### src/hw/rtl/ulpr_pkg.sv
`timescale 1ns / 1ps
// ----------------------------------------------------------------------------
// ulpr_pkg
// Shared types and codes for the double-buffered serial line receiver.
// ----------------------------------------------------------------------------
package ulpr_pkg;

  localparam int LINE_DEPTH_DEF = 64;

  localparam logic [7:0] CH_LF = 8'h0a;
  localparam logic [7:0] CH_CR = 8'h0d;

  localparam logic [1:0] OP_BYTE    = 2'd0;
  localparam logic [1:0] OP_READ    = 2'd1;
  localparam logic [1:0] OP_RELEASE = 2'd2;
  localparam logic [1:0] OP_NOP     = 2'd3;

  localparam logic [1:0] ACT_NONE   = 2'd0;
  localparam logic [1:0] ACT_FIRST  = 2'd1;
  localparam logic [1:0] ACT_SECOND = 2'd2;

  localparam logic [1:0] DONE_NONE   = 2'd0;
  localparam logic [1:0] DONE_FIRST  = 2'd1;
  localparam logic [1:0] DONE_SECOND = 2'd2;

  typedef struct packed {
    logic [1:0] op;
    logic [7:0] rx_byte;
    logic       rx_error;
    logic       store_sel;
    logic [5:0] read_index;
  } ulpr_in_t;

  typedef struct packed {
    logic [7:0] read_char;
    logic       ready_first;
    logic       ready_second;
    logic [1:0] line_done;
    logic       discarding;
  } ulpr_out_t;

  // status carried alongside the memory read
  typedef struct packed {
    logic       ready_first;
    logic       ready_second;
    logic [1:0] line_done;
    logic       discarding;
  } ulpr_flags_t;

endpackage

### src/hw/rtl/uart_line_pingpong_receiver_unit.sv
`timescale 1ns / 1ps
// ----------------------------------------------------------------------------
// uart_line_pingpong_receiver_unit
// Assembles CR-terminated lines into two alternating line stores held in one
// synchronous memory; the consumer reads characters and releases stores.
// ----------------------------------------------------------------------------
// A result beat passes the registered memory read, then the output register.
// Throughput: one request per cycle unless the output is blocked; each memory
// access is a single write or a single read done at the accept edge, so
// accesses never overlap.
// Reset clears write position, active store, ready flags and discard mode;
// the line stores are not cleared and need no clearing pass.
module uart_line_pingpong_receiver_unit
  import ulpr_pkg::*;
#(
  parameter int LINE_DEPTH = LINE_DEPTH_DEF
) (
  input  logic      clk,
  input  logic      rst,
  input  logic      req_valid,
  output logic      req_stall,
  input  ulpr_in_t  req,
  output logic      rsp_valid,
  input  logic      rsp_stall,
  output ulpr_out_t rsp
);

  localparam int PosW = $clog2(LINE_DEPTH);
  localparam int CntW = $clog2(LINE_DEPTH + 1);
  localparam int CmpW = (CntW > 6) ? CntW : 6;

  // line store memory: upper address bit picks the store
  logic [7:0] mem [2**(PosW+1)];
  logic [7:0] rdata;

  // control state
  logic [CntW-1:0] write_pos, write_pos_next;
  logic [1:0]      active, active_next;
  logic            first_ready, first_ready_next;
  logic            second_ready, second_ready_next;
  logic            discard, discard_next;
  logic [1:0]      done;

  // pipeline
  logic        s1_valid;
  logic        s1_rd;
  ulpr_flags_t s1_flags;
  ulpr_out_t   out_q;
  logic        accept;
  logic        s1_move;

  logic            we;
  logic [7:0]      wdata;
  logic [PosW:0]   waddr;
  logic            re;
  logic [PosW:0]   raddr;
  logic [CmpW-1:0] idx_ext;
  logic            idx_ok;
  logic            act_first;
  logic            act_second;

  assign s1_move   = s1_valid && (!rsp_valid || !rsp_stall);
  assign req_stall = s1_valid && rsp_valid && rsp_stall;
  assign accept    = req_valid && !req_stall;

  assign act_first  = (active == ACT_FIRST);
  assign act_second = (active == ACT_SECOND);

  assign idx_ext = CmpW'(req.read_index);
  assign idx_ok  = idx_ext < CmpW'(LINE_DEPTH);
  assign raddr   = {req.store_sel, idx_ext[PosW-1:0]};
  assign waddr   = {act_second, write_pos[PosW-1:0]};

  always_comb begin
    write_pos_next    = write_pos;
    active_next       = active;
    first_ready_next  = first_ready;
    second_ready_next = second_ready;
    discard_next      = discard;
    done              = DONE_NONE;
    we                = 1'b0;
    wdata             = req.rx_byte;
    re                = 1'b0;
    unique case (req.op)
      OP_BYTE: begin
        if (req.rx_error) begin
          discard_next = 1'b1;
        end else if (req.rx_byte == CH_LF) begin
          // line feeds are dropped silently
        end else if (discard) begin
          if (req.rx_byte == CH_CR) begin
            discard_next   = 1'b0;
            write_pos_next = '0;
          end
        end else if (!act_first && !act_second) begin
          discard_next = 1'b1;
        end else if (write_pos >= CntW'(LINE_DEPTH)) begin
          discard_next = 1'b1;
        end else if (req.rx_byte == CH_CR) begin
          we             = 1'b1;
          wdata          = '0;
          write_pos_next = '0;
          if (act_first) begin
            first_ready_next = 1'b1;
            active_next      = second_ready ? ACT_NONE : ACT_SECOND;
            done             = DONE_FIRST;
          end else begin
            second_ready_next = 1'b1;
            active_next       = first_ready ? ACT_NONE : ACT_FIRST;
            done              = DONE_SECOND;
          end
        end else begin
          we             = 1'b1;
          write_pos_next = write_pos + CntW'(1);
          // last position taken: line too long
          if (write_pos == CntW'(LINE_DEPTH - 1)) begin
            discard_next = 1'b1;
          end
        end
      end
      OP_READ: begin
        re = idx_ok;
      end
      OP_RELEASE: begin
        if (req.store_sel) begin
          second_ready_next = 1'b0;
        end else begin
          first_ready_next = 1'b0;
        end
        if (!act_first && !act_second) begin
          active_next = req.store_sel ? ACT_SECOND : ACT_FIRST;
        end
      end
      OP_NOP: begin
      end
      default: begin
      end
    endcase
  end

  always_ff @(posedge clk) begin
    if (accept && we) begin
      mem[waddr] <= wdata;
    end
  end

  always_ff @(posedge clk) begin
    if (accept && re) begin
      rdata <= mem[raddr];
    end
  end

  always_ff @(posedge clk) begin
    if (rst) begin
      write_pos    <= '0;
      active       <= ACT_FIRST;
      first_ready  <= 1'b0;
      second_ready <= 1'b0;
      discard      <= 1'b0;
    end else if (accept) begin
      write_pos    <= write_pos_next;
      active       <= active_next;
      first_ready  <= first_ready_next;
      second_ready <= second_ready_next;
      discard      <= discard_next;
    end
  end

  always_ff @(posedge clk) begin
    if (rst) begin
      s1_valid  <= 1'b0;
      rsp_valid <= 1'b0;
    end else begin
      s1_valid  <= accept || (s1_valid && !s1_move);
      rsp_valid <= s1_move || (rsp_valid && rsp_stall);
    end
  end

  always_ff @(posedge clk) begin
    if (accept) begin
      s1_rd                 <= re;
      s1_flags.ready_first  <= first_ready_next;
      s1_flags.ready_second <= second_ready_next;
      s1_flags.line_done    <= done;
      s1_flags.discarding   <= discard_next;
    end
    if (s1_move) begin
      out_q.read_char    <= s1_rd ? rdata : 8'h00;
      out_q.ready_first  <= s1_flags.ready_first;
      out_q.ready_second <= s1_flags.ready_second;
      out_q.line_done    <= s1_flags.line_done;
      out_q.discarding   <= s1_flags.discarding;
    end
  end

  assign rsp = out_q;

  // a finished line must show its ready flag in the same beat
  assert property (@(posedge clk) disable iff (rst)
    s1_valid && (s1_flags.line_done == DONE_FIRST) |-> s1_flags.ready_first)
    else $error("first store completed without ready flag");

  assert property (@(posedge clk) disable iff (rst)
    s1_valid && (s1_flags.line_done == DONE_SECOND) |-> s1_flags.ready_second)
    else $error("second store completed without ready flag");

  // with both stores full no store may be taking characters
  assert property (@(posedge clk) disable iff (rst)
    first_ready && second_ready |-> (active == ACT_NONE))
    else $error("store active while both stores hold lines");

  // outside discard mode the write position stays inside the store
  assert property (@(posedge clk) disable iff (rst)
    !discard |-> (write_pos < CntW'(LINE_DEPTH)))
    else $error("write position past end of store");

  // a waiting middle beat is held while the output is blocked
  assert property (@(posedge clk) disable iff (rst)
    s1_valid && rsp_valid && rsp_stall |=>
      s1_valid && $stable(s1_flags) && (!s1_rd || $stable(rdata)))
    else $error("middle beat lost while output stalled");

endmodule
### config.mk
export PLATFORM = sky130hd
export DESIGN_NAME = uart_line_pingpong_receiver_unit
export DESIGN_NICKNAME = d
export VERILOG_FILES = /design/src/hw/rtl/ulpr_pkg.sv /design/src/hw/rtl/uart_line_pingpong_receiver_unit.sv
export SDC_FILE = /design/constraint.sdc
export NUM_CORES = 1
export LEC_CHECK = 0
export BUFFER_PORTS_ARGS = -buffer_cell sky130_fd_sc_hd__buf_4
export CORE_MARGIN = 2
export CORE_UTILIZATION = 50
export DETAILED_ROUTE_END_ITERATION = 10
export PLACE_DENSITY = 0.65
export SETUP_SLACK_MARGIN = 0.05
export SLEW_MARGIN = 20
export SYNTH_ARGS = -nofsm -noshare
export SYNTH_HDL_FRONTEND = slang
export SYNTH_SLANG_ARGS = --single-unit
### constraint.sdc
create_clock -name clk -period 11.2 [get_ports clk]
set_clock_uncertainty 0.15 [all_clocks]
set_input_delay 1.12 -clock clk [delete_from_list [all_inputs] [get_ports clk]]
set_output_delay 1.12 -clock clk [all_outputs]
set_load 0.02 [all_outputs]
# After elaboration in Yosys (flattened, before gate mapping)

Memories as Yosys holds them, arrays and structs flattened. A register that Yosys moved wholly into a read port is not among the register bits.
Index checks and enable logic that the tools add are counted.

$lt $le $gt $ge: 2
Muxes and demuxes: 61
Eq/ne operators: 17
Reductions and logical operators: 23
Bitwise logic cells: 4
Add/sub/neg operators: 1

Operators with widths:

| operator                                                                     | number |
|---|---|
| 8-bit 2-to-1 mux                                                             | 7 |
| 1-bit 2-to-1 mux                                                             | 35 |
| 7-bit 2-to-1 mux                                                             | 5 |
| 2-bit 2-to-1 mux                                                             | 11 |
| 2-bit inequality test, second input constant                                 | 9 |
| 8-bit by 4-bit equality test with 1-bit output, second input constant        | 2 |
| 1-bit logical AND                                                            | 9 |
| 9-bit AND reduction                                                          | 1 |
| 7-bit by 1-bit adder with 7-bit output, second input constant                | 1 |
| 7-bit by 6-bit equality test with 1-bit output, second input constant        | 1 |
| 7-bit greater-or-equal comparator, second input constant                     | 1 |
| 6-bit by 7-bit less-than comparator with 1-bit output, second input constant | 1 |
| 7-bit AND reduction                                                          | 1 |
| 7-bit OR reduction                                                           | 1 |
| 1-bit zero test                                                              | 6 |
| 2-bit by 1-bit equality test with 1-bit output, second input constant        | 2 |
| 2-bit equality test, second input constant                                   | 2 |
| 1-bit inverter                                                               | 4 |
| 1-bit one-hot mux with 2 select lines                                        | 2 |
| 2-bit one-hot mux with 2 select lines                                        | 1 |
| 1-bit logical OR                                                             | 3 |
| 2-bit zero test                                                              | 1 |
| 2-bit by 1-bit inequality test with 1-bit output, second input constant      | 1 |
| 2-bit nonzero test                                                           | 1 |

Input port bits: 22
Output and inout port bits: 15
Register bits after elaboration: 33
RAM bits: 1024
Memories kept: 1
Logic and storage cells: 126

Memory list:

| memory | words | width | rd ports | clocked after Yosys merged registers in | wr ports | RTL line                               | text |
|---|---|---|---|---|---|---|---|
| mem    | 128   | 8     | 1        | 1                                       | 1        | uart_line_pingpong_receiver_unit.sv:33 | `logic [7:0] mem [2**(PosW+1)];` |

# Depth between registers and ports, before layout

Depth in word-level cells: 11
Depth in mapped cells: 8
Mapped depth without buffers: 7

# Least setup slack after synthesis

OpenSTA, ideal clock, no wires.

Kind: in2reg
From: input req[11] (netlist bit)
To: memory mem[0][0], data pin
Slack: 5.325 ns
Required time: 10.223 ns
Library setup time: 0.827 ns
Arrival: 4.898 ns
Buffers on the path: 1
Stages on the path: 5
Cells stage by stage: or4b_2 clkbuf_1 or2_2 a211oi_1 nor2b_1

Word-level cells in the longest chain between the ends: 8
Elaborated cells between the ends (all ways): 9

Ends and longest elaborated chain:

| item                                           | RTL line                               | text |
|---|---|---|
| from (decl)                                    | uart_line_pingpong_receiver_unit.sv:22 | `input ulpr_in_t req,` |
| 8-bit by 4-bit equality test with 1-bit output | uart_line_pingpong_receiver_unit.sv:99 | `end else if (req.rx_byte == CH_CR) begin` |
| 8-bit 2-to-1 mux                               | uart_line_pingpong_receiver_unit.sv:99 |  |
| 8-bit 2-to-1 mux                               | uart_line_pingpong_receiver_unit.sv:97 | `end else if (write_pos >= CntW'(LINE_DEPTH)) begin` |
| 8-bit 2-to-1 mux                               | uart_line_pingpong_receiver_unit.sv:95 | `end else if (!act_first && !act_second) begin` |
| 8-bit 2-to-1 mux                               | uart_line_pingpong_receiver_unit.sv:90 | `end else if (discard) begin` |
| 8-bit 2-to-1 mux *                             | uart_line_pingpong_receiver_unit.sv:88 | `end else if (req.rx_byte == CH_LF) begin` |
| 8-bit 2-to-1 mux *                             | uart_line_pingpong_receiver_unit.sv:86 | `if (req.rx_error) begin` |
| 8-bit 2-to-1 mux *                             | uart_line_pingpong_receiver_unit.sv:84 | `unique case (req.op)` |
| named net wdata[0]                             | uart_line_pingpong_receiver_unit.sv:53 | `logic [7:0] wdata;` |
| to (decl)                                      | uart_line_pingpong_receiver_unit.sv:33 |  |

The timed path passes the listed nets; every way through them passes the cells marked *.

# Worst setup path in the final report

From: input req[0] (netlist bit)
To: register rdata[5], read port of mem, data pin

Word-level cells in the longest chain between the ends: 3

Ends and longest elaborated chain:

| item                                                  | RTL line                                | text |
|---|---|---|
| 6-bit by 7-bit less-than comparator with 1-bit output | uart_line_pingpong_receiver_unit.sv:70  | `assign idx_ok = idx_ext < CmpW'(LINE_DEPTH);` |
| 1-bit 2-to-1 mux                                      | uart_line_pingpong_receiver_unit.sv:84  |  |
| 1-bit logical AND                                     | uart_line_pingpong_receiver_unit.sv:148 | `if (accept && re) begin` |
| to (decl)                                             | uart_line_pingpong_receiver_unit.sv:34  | `logic [7:0] rdata;` |

Several ways; a longest one is shown, not always the timed one.
A chain may end at the register's enable or synchronous reset.

==> run metrics <==
CP max stage cell buf_4; Routed Antenna Nets 0; Initial Utilization 0.504; fin area 45900 um2; Post-Syn Area 41300 um2; Static Leakage 0.0140 uW; worst-margin pin slew 1180 ps; outcome finished clean; setup tns final 0 ps; grt total ovfl 0; Post-synth EDFFs 1051; vias per inst 6.21; Required @ worst endpoint 11470 ps; detailed placement HPWL 53.2 mm; DIE HEIGHT 291 um; Cell Chain, Critical Path buf_8, buf_4, mux4_2, mux4_2, mux4_2, mux2_2; vias in the first global route 18800; post-CTS setup buffers 0; final wirelength 89.8 mm; syn_nets 1820; worst r2r dst mem[63][3]; most used cell, CP mux4_2; Setup crit end kind flip-flop; worst hold slack 262 ps; ANT cells 0; # clock sinks 1065; sequential fraction of the synthesis area 0.771; critical path arrival 4780 ps; Ys Warns 0; Synth Flop Type edfxtp_1; RSZ-0062 raised after global routing false; Hold Crit Start s1_flags[0]; Syn Area/Cell 23.0 um2; Via Count 18700; Critical R2R Launch active[0]; R2R setup slack 6990 ps; pwr dens 175 nW/um2; Clock Tree Root clkbuf_16; most frequent cells in the layout edfxtp_1 (1051), mux4_2 (336), nor2_1 (142); Rel. slew slack 0.214; post-CTS sizing 0; biggest fanout along the worst timing path 77; CTS tree built; Multi-input gate area 9010 um2; P&R area growth vs syn 11.1%; NumNets Final 1889; max-slew violations 0; GRT Total Usage 0.215; Worst Hold Class flip-flop to flip-flop; Fin. Hold Viols 0; Fmax achieved 222 MHz; Yosys reg bits 1065; crit-path leading delay family multiplexers; fraction of layout cells with a size suffix above 1 0.283; DR WL/cell 29.8 um; Synth cell types 39; Peak supply drop 0.000108 V; Die X 291 um; die area 84900 um2; row count 105; Max-Cap Viols 0; total core area 82000 um2; pin count of the biggest net entering global routing 155; CTS Hold Buffers Added 0; WP buf/inv 2; Tmin final 4510 ps; initial DRC count 1859; antenna violations before repair 5; FF/Latch Area 31800 um2; # fillers 5937; first-pass GRT wire length 131 mm; Synth Instances 1793; CP Class input pin to flip-flop; Hold Crit Endpoint rsp[0]; commonest non-fill, non-tap cell in the layout edfxtp_1; residual DRC count 0; io pins 37; Area after DPL 42700 um2; Async SR Flop Fraction 0; port bufs 36; Longest Clk Path Bufs 3; clock transition at the registers of the reported paths 60 ps; GPL Wtd Cong 0.820; # H-tree levels 3; Final period util 0.403; First-pass DRT Iterations 5; Num CTS Buffers 104; slowest cell delay on critical path 840 ps; Worst-Skew Late Latency 660 ps; kind of launch point of the worst setup path input pin; Hold Crit Depth 0; setup violators final 0; Worst R2R Path Depth 8
==> metal layers <==
metal / vias to the layer above / track usage / share of wire
met3: 94 / 0.0441 / 0.087
met5: - / 0.00567 / 0.00073
met2: 812 / 0.334 / 0.48
met4: 3 / 0.0502 / 0.016
li1: 7737 / - / -
met1: 10100 / 0.317 / 0.42
==> how the worst max path moves through the flow <==
stage | start | endpoint | cells past startpoint
floorplan | req[11] | mem[0][0] | 5
global placement | req[0] | rdata[5] | 6
detailed placement | req[0] | rdata[5] | 6
CTS | req[0] | rdata[5] | 6
global route | req[0] | rdata[3] | 6
finish | req[0] | rdata[5] | 6
==> cells by family after synthesis <==
kind of cell	count (synthesis)	share of synthesized area
mux	344	0.185
simple gates	228	0.0240
fa+ha+maj	5	0.00151
buf+inv	107	0.0114
flops	1065	0.771
compound gates	44	0.00667
==> layout make-up <==
cell class,instances,area share
Inverter,11,0.000900
Clock inverter,56,0.0100
Clock buffer,129,0.0592
Timing Repair Buffer,59,0.0106
Sequential cell,1065,0.694
Multi-Input combinational cell,621,0.196
Tap cell,1070,0.0292
==> flip-flops by register name, indices dropped and copies added, names as in the netlist <==
name and cells:
rsp 13, discard 1, rdata 8, write_pos 7, rsp_valid 1, active 2, s1_valid 1, s1_rd 1
s1_flags 5, second_ready 1, mem 1024, first_ready 1
==> power by group <==
part	internal (uW)	switching (uW)
combinational	151	208
sequential	4390	4.36
clock	1870	1410
==> cells in the mapped netlist (all sizes together) (2+ instances only) <==
cell,number,share of area
edfxtp,1051,0.76
mux4,336,0.18
nor2,144,0.013
clkbuf,54,0.0049
buf,42,0.0055
nand2,23,0.0021
nand3,15,0.0018
a21oi,14,0.0017
dfxtp,14,0.0068
o21ai,12,0.0015
inv,11,0.0010
nor2b,10,0.0015
and2,9,0.0014
mux2,8,0.0022
nor3,8,0.00097
a211oi,6,0.0011
ha,5,0.0015
nand3b,3,0.00055
nor4,3,0.00045
or2,3,0.00045
and3,2,0.00030
nand4,2,0.00030
o21a,2,0.00036
o31ai,2,0.00036
o41ai,2,0.00042
or3,2,0.00030
or4,2,0.00036
==> through the flow <==
stage	setup WS [ps]	util	total power (uW)	instances
floorplan	5330	-	4720	1793
finish	6690	0.560	8040	3011
global route	6450	0.560	8260	3011
global placement	5890	0.521	4830	2826
CTS	6580	0.560	8090	3011
detailed placement	5870	0.521	4840	2826
(Power assumes the default switching activity.)
